$ cat src/sv/evr_pkg.sv
// Shared constants, codes and types for the event loop recorder.
// No dependencies; compiled before the interfaces and the top level.
package evr_pkg;

    localparam int DEPTH         = 32;
    localparam int ADDR_W        = $clog2(DEPTH);
    localparam int CNT_W         = $clog2(DEPTH + 1);
    localparam int TIME_W        = 32;
    localparam int INIT_CHANNELS = 6;
    localparam int INIT_IDX_W    = $clog2(INIT_CHANNELS);

    localparam int ACTION_W  = 3;
    localparam int CHANNEL_W = 3;
    localparam int TYPE_W    = 2;
    localparam int CYCLES_W  = 3;
    localparam int WORD_W    = CHANNEL_W + CYCLES_W + TYPE_W;
    localparam int ENTRY_W   = TIME_W + WORD_W;

    // Action codes carried by an input transfer.
    localparam logic [ACTION_W-1:0] ACT_TICK       = 3'd0;
    localparam logic [ACTION_W-1:0] ACT_RECORD     = 3'd1;
    localparam logic [ACTION_W-1:0] ACT_START_REC  = 3'd2;
    localparam logic [ACTION_W-1:0] ACT_START_LOOP = 3'd3;
    localparam logic [ACTION_W-1:0] ACT_STOP       = 3'd4;

    typedef enum logic [1:0] {
        MODE_STOPPED   = 2'd0,
        MODE_RECORDING = 2'd1,
        MODE_LOOPING   = 2'd2
    } mode_t;

    typedef enum logic [2:0] {
        ST_IDLE,
        ST_INIT,
        ST_FETCH,
        ST_CHECK,
        ST_FLUSH
    } state_t;

    // Stored word layout: channel in the top bits, then cycles, then type.
    typedef struct packed {
        logic [CHANNEL_W-1:0] channel;
        logic [CYCLES_W-1:0]  cycles;
        logic [TYPE_W-1:0]    etype;
    } evt_t;

endpackage

$ cat src/sv/evr_in_if.sv
// Input channel of the event loop recorder: valid/ready handshake and the item fields.
// Depends on evr_pkg for the field widths.
interface evr_in_if
    import evr_pkg::*;
();
    logic                 valid;
    logic                 ready;
    logic [ACTION_W-1:0]  action;
    logic [TIME_W-1:0]    now;
    logic [CHANNEL_W-1:0] channel;
    logic [TYPE_W-1:0]    event_type;
    logic [CYCLES_W-1:0]  cycles;

    modport source (
        output valid, action, now, channel, event_type, cycles,
        input  ready
    );

    modport sink (
        input  valid, action, now, channel, event_type, cycles,
        output ready
    );
endinterface

$ cat src/sv/evr_out_if.sv
// Result channel of the event loop recorder: valid/ready handshake and the event fields.
// Depends on evr_pkg for the field widths.
interface evr_out_if
    import evr_pkg::*;
();
    logic                 valid;
    logic                 ready;
    logic [CHANNEL_W-1:0] out_channel;
    logic [TYPE_W-1:0]    out_type;
    logic [CYCLES_W-1:0]  out_cycles;
    logic                 last;

    modport source (
        output valid, out_channel, out_type, out_cycles, last,
        input  ready
    );

    modport sink (
        input  valid, out_channel, out_type, out_cycles, last,
        output ready
    );
endinterface

$ cat src/sv/event_loop_recorder.sv
// Event loop recorder top level: event store memory, loop timing and playback sequencer.
// Depends on evr_pkg, evr_in_if and evr_out_if.
//
// The block takes one item at a time. Record, start-recording and stop items, undefined
// actions, and ticks that find nothing left to play finish in the cycle of their transfer.
// Start-looping emits the six initial-state events and holds the input until a flush step
// has closed the burst. A tick in looping mode first emits the initial-state events when
// the loop wraps, then steps through the stored entries it examines: each entry is read
// from the event memory in a fetch state before it is compared against the current time in
// a check state; a flush step closes the burst. A tick whose next stored event is not yet
// due therefore still holds the input through the fetch, check and flush of that entry, and
// a wrapping tick may play a full store of 31 events. The sequence stalls whenever the
// result side holds off while a result is waiting. Results wait in an output register, and
// the next item is taken as soon as the last result of the previous one is in that register.
module event_loop_recorder
    import evr_pkg::*;
(
    input  logic            clk,
    input  logic            rst_n,
    evr_in_if.sink          items,
    evr_out_if.source       results,
    input  logic            cfg_we,
    input  logic [INIT_CHANNELS-1:0] cfg_wdata
);

    localparam logic [CNT_W-1:0]      CNT_LIMIT     = CNT_W'(DEPTH - 1);
    localparam logic [INIT_IDX_W-1:0] INIT_LAST_IDX = INIT_IDX_W'(INIT_CHANNELS - 1);

    // Event store: offset from loop start in the upper bits, packed word below.
    logic [ENTRY_W-1:0] mem [DEPTH];
    logic [ENTRY_W-1:0] rdata_reg;
    logic [ADDR_W-1:0]  rd_addr;

    state_t                   state_reg, state_next;
    mode_t                    mode_reg, mode_next;
    logic [CNT_W-1:0]         count_reg, count_next;
    logic [CNT_W-1:0]         ptr_reg, ptr_next;
    logic [TIME_W-1:0]        start_reg, start_next;
    logic [TIME_W-1:0]        end_reg, end_next;
    logic [INIT_CHANNELS-1:0] levels_reg;
    logic [INIT_IDX_W-1:0]    init_idx_reg, init_idx_next;
    logic                     play_reg, play_next;
    logic                     pend_valid_reg, pend_valid_next;
    logic                     out_valid_reg, out_valid_next;

    logic [ACTION_W-1:0] action_reg;
    logic [TIME_W-1:0]   now_reg;
    evt_t                pend_reg;
    evt_t                out_evt_reg;
    logic                out_last_reg;

    logic              accept;
    logic              tick_live;
    logic              wrap_hit;
    logic              store_ok;
    logic [TIME_W-1:0] since_start;
    logic [TIME_W-1:0] wrap_end;
    logic [TIME_W-1:0] due_time;
    logic              due;
    logic              can_load;
    logic [CNT_W-1:0]  ptr_inc;
    evt_t              rd_evt;
    evt_t              cand;
    logic              produce;
    logic              step_ok;
    logic              push;
    evt_t              new_word;

    assign accept      = items.valid & items.ready;
    assign items.ready = (state_reg == ST_IDLE);

    assign since_start = items.now - start_reg;
    assign wrap_end    = items.now + since_start;
    assign tick_live   = (mode_reg == MODE_LOOPING) && (count_reg != '0);
    assign wrap_hit    = (items.now >= end_reg);
    assign store_ok    = (count_reg < CNT_LIMIT);

    assign rd_evt   = evt_t'(rdata_reg[WORD_W-1:0]);
    assign due_time = rdata_reg[ENTRY_W-1:WORD_W] + start_reg;
    assign due      = (now_reg >= due_time);
    assign ptr_inc  = ptr_reg + CNT_W'(1);
    assign can_load = !out_valid_reg || results.ready;
    assign rd_addr  = ptr_reg[ADDR_W-1:0];

    assign new_word.channel = items.channel;
    assign new_word.cycles  = items.cycles;
    assign new_word.etype   = items.event_type;

    // Event memory: written by record transfers, read at the play pointer.
    always_ff @(posedge clk)
    begin
        if (accept && (items.action == ACT_RECORD) && store_ok)
        begin
            mem[count_reg[ADDR_W-1:0]] <= {since_start, new_word};
        end
        rdata_reg <= mem[rd_addr];
    end

    // Next state.
    always_comb
    begin
        state_next = state_reg;
        unique case (state_reg)
            ST_IDLE:
            begin
                if (accept)
                begin
                    if (items.action == ACT_START_LOOP)
                    begin
                        state_next = ST_INIT;
                    end
                    else if ((items.action == ACT_TICK) && tick_live)
                    begin
                        if (wrap_hit)
                        begin
                            state_next = ST_INIT;
                        end
                        else if (ptr_reg < count_reg)
                        begin
                            state_next = ST_FETCH;
                        end
                    end
                end
            end
            ST_INIT:
            begin
                if (step_ok && (init_idx_reg == INIT_LAST_IDX))
                begin
                    state_next = play_reg ? ST_FETCH : ST_FLUSH;
                end
            end
            ST_FETCH:
            begin
                state_next = ST_CHECK;
            end
            ST_CHECK:
            begin
                if (!due)
                begin
                    state_next = ST_FLUSH;
                end
                else if (step_ok)
                begin
                    state_next = (ptr_inc < count_reg) ? ST_FETCH : ST_FLUSH;
                end
            end
            ST_FLUSH:
            begin
                if (!pend_valid_reg || can_load)
                begin
                    state_next = ST_IDLE;
                end
            end
            default:
            begin
                state_next = ST_IDLE;
            end
        endcase
    end

    // Sequencer outputs. A produced event waits in the pending register until the
    // next one is known, so the final event of a burst can be marked as last.
    always_comb
    begin
        cand.channel = rd_evt.channel;
        cand.cycles  = rd_evt.cycles;
        cand.etype   = rd_evt.etype;
        produce      = 1'b0;
        unique case (state_reg)
            ST_INIT:
            begin
                cand.channel = CHANNEL_W'(init_idx_reg);
                cand.cycles  = '0;
                cand.etype   = TYPE_W'(levels_reg[init_idx_reg]);
                produce      = 1'b1;
            end
            ST_CHECK:
            begin
                produce = due;
            end
            ST_IDLE, ST_FETCH, ST_FLUSH:
            begin
                produce = 1'b0;
            end
            default:
            begin
                produce = 1'b0;
            end
        endcase
        step_ok = produce && (!pend_valid_reg || can_load);
        push    = pend_valid_reg && can_load &&
                  (produce || (state_reg == ST_FLUSH));
    end

    // Control register next values.
    always_comb
    begin
        mode_next       = mode_reg;
        count_next      = count_reg;
        ptr_next        = ptr_reg;
        start_next      = start_reg;
        end_next        = end_reg;
        init_idx_next   = init_idx_reg;
        play_next       = play_reg;
        pend_valid_next = pend_valid_reg;
        out_valid_next  = out_valid_reg;

        if (accept)
        begin
            unique case (items.action)
                ACT_RECORD:
                begin
                    if (store_ok)
                    begin
                        count_next = count_reg + CNT_W'(1);
                    end
                end
                ACT_START_REC:
                begin
                    mode_next  = MODE_RECORDING;
                    start_next = items.now;
                end
                ACT_START_LOOP:
                begin
                    mode_next     = MODE_LOOPING;
                    end_next      = wrap_end;
                    start_next    = items.now;
                    ptr_next      = '0;
                    init_idx_next = '0;
                    play_next     = 1'b0;
                end
                ACT_TICK:
                begin
                    if (tick_live && wrap_hit)
                    begin
                        end_next      = wrap_end;
                        start_next    = items.now;
                        ptr_next      = '0;
                        init_idx_next = '0;
                        play_next     = 1'b1;
                    end
                end
                ACT_STOP:
                begin
                    mode_next  = MODE_STOPPED;
                    count_next = '0;
                    ptr_next   = '0;
                end
                default:
                begin
                    mode_next = mode_reg;
                end
            endcase
        end

        if (step_ok && (state_reg == ST_INIT))
        begin
            init_idx_next = init_idx_reg + INIT_IDX_W'(1);
        end
        if (step_ok && (state_reg == ST_CHECK))
        begin
            ptr_next = ptr_inc;
        end

        if (step_ok)
        begin
            pend_valid_next = 1'b1;
        end
        else if (push)
        begin
            pend_valid_next = 1'b0;
        end

        if (push)
        begin
            out_valid_next = 1'b1;
        end
        else if (results.ready)
        begin
            out_valid_next = 1'b0;
        end
    end

    always_ff @(posedge clk or negedge rst_n)
    begin
        if (!rst_n)
        begin
            state_reg      <= ST_IDLE;
            mode_reg       <= MODE_STOPPED;
            count_reg      <= '0;
            ptr_reg        <= '0;
            start_reg      <= '0;
            end_reg        <= '0;
            levels_reg     <= '0;
            init_idx_reg   <= '0;
            play_reg       <= 1'b0;
            pend_valid_reg <= 1'b0;
            out_valid_reg  <= 1'b0;
        end
        else
        begin
            state_reg      <= state_next;
            mode_reg       <= mode_next;
            count_reg      <= count_next;
            ptr_reg        <= ptr_next;
            start_reg      <= start_next;
            end_reg        <= end_next;
            init_idx_reg   <= init_idx_next;
            play_reg       <= play_next;
            pend_valid_reg <= pend_valid_next;
            out_valid_reg  <= out_valid_next;
            if (cfg_we)
            begin
                levels_reg <= cfg_wdata;
            end
        end
    end

    // Payload registers.
    always_ff @(posedge clk)
    begin
        if (accept)
        begin
            action_reg <= items.action;
            now_reg    <= items.now;
        end
        if (step_ok)
        begin
            pend_reg <= cand;
        end
        if (push)
        begin
            out_evt_reg  <= pend_reg;
            // The burst ends when the pending event is released from the flush state.
            out_last_reg <= (state_reg == ST_FLUSH) && (action_reg != ACT_RECORD);
        end
    end

    assign results.valid       = out_valid_reg;
    assign results.out_channel = out_evt_reg.channel;
    assign results.out_type    = out_evt_reg.etype;
    assign results.out_cycles  = out_evt_reg.cycles;
    assign results.last        = out_last_reg;

endmodule
$ cat src/flat_wrapper.sv
// flat-port wrapper written by rule: the top's interface ports become plain ports
module event_loop_recorder_flat import evr_pkg::*;
  (clk, rst_n, cfg_we, cfg_wdata, items_valid, items_action, items_now, items_channel, items_event_type, items_cycles, items_ready, results_valid, results_out_channel, results_out_type, results_out_cycles, results_last, results_ready);
  evr_in_if items_i ();
  evr_out_if results_i ();
  input  logic clk;
  input  logic rst_n;
  input  logic cfg_we;
  input  logic [INIT_CHANNELS-1:0] cfg_wdata;
  input wire logic [$bits(items_i.valid)-1:0] items_valid;
  input wire logic [$bits(items_i.action)-1:0] items_action;
  input wire logic [$bits(items_i.now)-1:0] items_now;
  input wire logic [$bits(items_i.channel)-1:0] items_channel;
  input wire logic [$bits(items_i.event_type)-1:0] items_event_type;
  input wire logic [$bits(items_i.cycles)-1:0] items_cycles;
  output wire logic [$bits(items_i.ready)-1:0] items_ready;
  output wire logic [$bits(results_i.valid)-1:0] results_valid;
  output wire logic [$bits(results_i.out_channel)-1:0] results_out_channel;
  output wire logic [$bits(results_i.out_type)-1:0] results_out_type;
  output wire logic [$bits(results_i.out_cycles)-1:0] results_out_cycles;
  output wire logic [$bits(results_i.last)-1:0] results_last;
  input wire logic [$bits(results_i.ready)-1:0] results_ready;
  assign items_i.valid = items_valid;
  assign items_i.action = items_action;
  assign items_i.now = items_now;
  assign items_i.channel = items_channel;
  assign items_i.event_type = items_event_type;
  assign items_i.cycles = items_cycles;
  assign items_ready = items_i.ready;
  assign results_valid = results_i.valid;
  assign results_out_channel = results_i.out_channel;
  assign results_out_type = results_i.out_type;
  assign results_out_cycles = results_i.out_cycles;
  assign results_last = results_i.last;
  assign results_i.ready = results_ready;
  event_loop_recorder u_core (.clk(clk), .rst_n(rst_n), .items(items_i), .results(results_i), .cfg_we(cfg_we), .cfg_wdata(cfg_wdata));
endmodule
$ cat config.mk
export PLATFORM = sky130hd
export DESIGN_NAME = event_loop_recorder_flat
export DESIGN_NICKNAME = d
export VERILOG_FILES = /design/src/sv/evr_pkg.sv /design/src/sv/evr_in_if.sv /design/src/sv/evr_out_if.sv /design/src/sv/event_loop_recorder.sv /design/src/flat_wrapper.sv
export SDC_FILE = /design/constraint.sdc
export NUM_CORES = 2
export LEC_CHECK = 0
export BUFFER_PORTS_ARGS = -buffer_cell sky130_fd_sc_hd__buf_2
export CAP_MARGIN = 40
export CORE_MARGIN = 10
export CORE_UTILIZATION = 54
export CTS_CLUSTER_DIAMETER = 120
export DETAILED_ROUTE_END_ITERATION = 10
export MAX_ROUTING_LAYER = met4
export PLACE_DENSITY = 0.8
export SLEW_MARGIN = 25
export SYNTH_ARGS = -nofsm -noshare
export SYNTH_HDL_FRONTEND = slang
export SYNTH_SLANG_ARGS = --single-unit
$ cat constraint.sdc
create_clock -name clk -period 5.6 [get_ports clk]
set_input_delay 0 -clock clk [delete_from_list [all_inputs] [get_ports clk]]
set_output_delay 0 -clock clk [all_outputs]
set_load 0.005 [all_outputs]
==> flow_summary.yaml <==
route:
  vias: 37124
  via_per_inst: 6.46
  routed_wl_um: 159000
  drc_errors: 0
  wire_per_inst_um: 27.6
  drt_iter0_markers: 5116
  drt_first_pass_iters: 8
  antenna_left: 0
clocking:
  clkTransAtPathRegs_ps: 60
  cts_tree: "yes"
  clock_path_buffers: 3
  root_buffer: "clkbuf_16"
  cts_htree_levels: 4
  worstSkewPairLatency_ps: 770
  cts_setup_buffers: 0
  clock-sinks: 1465
  cts_buffers: 140
critical_path:
  critical_path.endpoint: "u_core.end_reg[31]"
  ff2ff_path_depth: 21
  reg2reg_slack_ps: 300
  path_class: "register to register"
  arrival_ps: 5940
  cp_max_fo: 5
  timing.rr.end: "u_core.end_reg[31]"
  worstSetupStartpoint: "u_core.start_reg[0]"
  crit_path_end_kind: "register"
  required_ps: 6240
  r2r-start: "u_core.start_reg[0]"
  cp-start-kind: "register"
floorplan:
  start_util: 0.543
  io-pin-count: 65
  core_um2: 114000
  die_w_um: 359
  die_height_um: 359
  die_area_um2: 129000
  num_rows: 124
pwr:
  pwr_density_cell_nw_per_um2: 563
  peakVddDrop_mv: 0.418
  p_leak_nw: 23.4
placed_design:
  portBuffers: 64
  gp_congestion: 0.960
  hpwl_um: 89600
timing:
  clock_skew_ps: 34.2
  setup_tns_ps: 0
  holdWs_ps: 69.4
  grt_setup_unrepaired: "false"
  hold_violations: 0
  slew_headroom: 0.395
  slew_violations: 0
  worstMarginPinSlew_ps: 898
  max_freq_mhz: 189
  min_period_ps: 5300
  setup_viol: 0
  period_share: 0.946
synthesis:
  synth_seq_area_share: 0.695
  synth_edf_count: 1332
  synth_area_leaders: "edfxtp_1, mux4_2, mux2i_1"
  ys_ff_latch: 1465
  synth_flop_cell: "edfxtp_1"
  netlist_instances: 3865
  synthDistinctLibCells: 82
  synth.cell_area_um2: 62000
  synth_top_area_frac: 0.645
  yosys.area.top_type: "edfxtp_1"
  yosysWarnings: 0
  async_flop_share: 0.0635
  syn_area_per_cell_um2: 16.1
global_routing:
  grt_overflow: 0
  grt_use_total: 0.245
  grt_max_degree: 97
  grt_pass1_vias: 36261
  grt_pass1_wl_um: 232000
  antenna_found_initial: 10
final_layout:
  largest_reg_flops: 1280
  postLayoutCoreUtil: 0.618
  final_cell_mix: "edfxtp_1, mux2i_1, nand2_1"
  final_common_cell: "edfxtp_1"
  drive_above_1_share: 0.175
  nFillCells: 7730
  fin_nets: 4352
  area_growth_pct: 13.7
status:
  status: "finished clean"
flow_run:
  max_cap_viol_count: 0
hold_path:
  hold_path.class: "primary input to register"
stage by stage:
| stage | total power, W | setup slack (ps) | std cells | cell area [um^2] |
|---|---|---|---|---|
| floorplan | 0.0257 | 140 | 3904 | 62200 |
| global placement | 0.0300 | 392 | 5416 | 65300 |
| detailed placement | 0.0305 | 230 | 5424 | 65500 |
| CTS | 0.0395 | 178 | 5735 | 70400 |
| global route | 0.0415 | 22.1 | 5746 | 70500 |
| finish | 0.0397 | 301 | 5748 | 70600 |
worst min-delay path by stage:
stage | endpoint | startpoint | cells past startpoint
after floorplan | u_core.count_reg[0] | rst_n | 0
after global placement | u_core.start_reg[0] | rst_n | 1
after detailed placement | u_core.start_reg[0] | rst_n | 1
after CTS | u_core.now_reg[0] | items_now[0] | 2
after global routing | u_core.now_reg[31] | items_now[31] | 2
final | u_core.now_reg[31] | items_now[31] | 2
cells in the mapped netlist, types with 42 or more instances:
| cell | count |
|---|---|
| xnor2_1 | 55 |
| clkbuf_1 | 102 |
| dfrtp_1 | 93 |
| nor2_1 | 139 |
| inv_1 | 111 |
| mux2i_1 | 251 |
| ha_1 | 174 |
| mux2_2 | 95 |
| o221ai_1 | 122 |
| edfxtp_1 | 1332 |
| mux4_2 | 161 |
| a21oi_1 | 235 |
| o21ai_0 | 213 |
| nand2_1 | 242 |
| o22ai_1 | 42 |
per-layer routing:
layer	vias up	GRT usage	routed length (um)
li1	15743	-	-
met1	18539	0.318	59200
met2	2407	0.373	74300
met3	435	0.0537	18400
met4	0	0.106	6710
met5	-	-	0
cell families after synthesis:
group | Yosys count | synth area share
mux | 508 | 0.116
flops | 1465 | 0.695
fa+ha+maj | 177 | 0.0361
other cells | 1 | 0.0000604
simple gates | 534 | 0.0382
compound gates | 805 | 0.0823
xor+xnor | 92 | 0.0130
buf+inv | 283 | 0.0190
power breakdown:
part | internal [W] | switching, W | total, W
Sequential | 0.0155 | 0.000552 | 0.0161
Clock | 0.00497 | 0.00399 | 0.00896
Combinational | 0.00523 | 0.00943 | 0.0147
Total | 0.0257 | 0.0140 | 0.0397
repair_timing:
item	in CTS	in global routing
hold endpoints to repair	460	0
setup endpoints to repair	0	19
gates resized for setup	0	3
hold buffers	61	0
worst max-delay path, stage by stage (launching register included):
cell	delay [ps]
dfrtp_1	400
ha_1	190
inv_1	50
fa_1	410
a21o_1	210
a21oi_1	200
o211a_1	190
o311ai_1	130
a21oi_1	580
o21a_1	260
o21ai_0	120
a21oi_1	230
xnor2_2	110
ha_1	240
or3_1	350
a2111oi_2	360
a211o_2	230
a31oi_2	150
a211oi_2	230
xor2_1	200
xnor2_1	80
mux2_2	270
final cells by class:
class | instances | area, um^2 | area share
flip-flops and latches | 1465 | 43100 | 0.612
multi-input cells | 2156 | 18400 | 0.261
clock buffers | 183 | 3780 | 0.0536
repair buffers | 246 | 2380 | 0.0337
well taps | 1512 | 1890 | 0.0268
clock inverters | 67 | 532 | 0.00754
inverters | 112 | 420 | 0.00596
diodes | 7 | 17.5 | 0.000248
No activity file was read; power rests on OpenSTA's default activity.
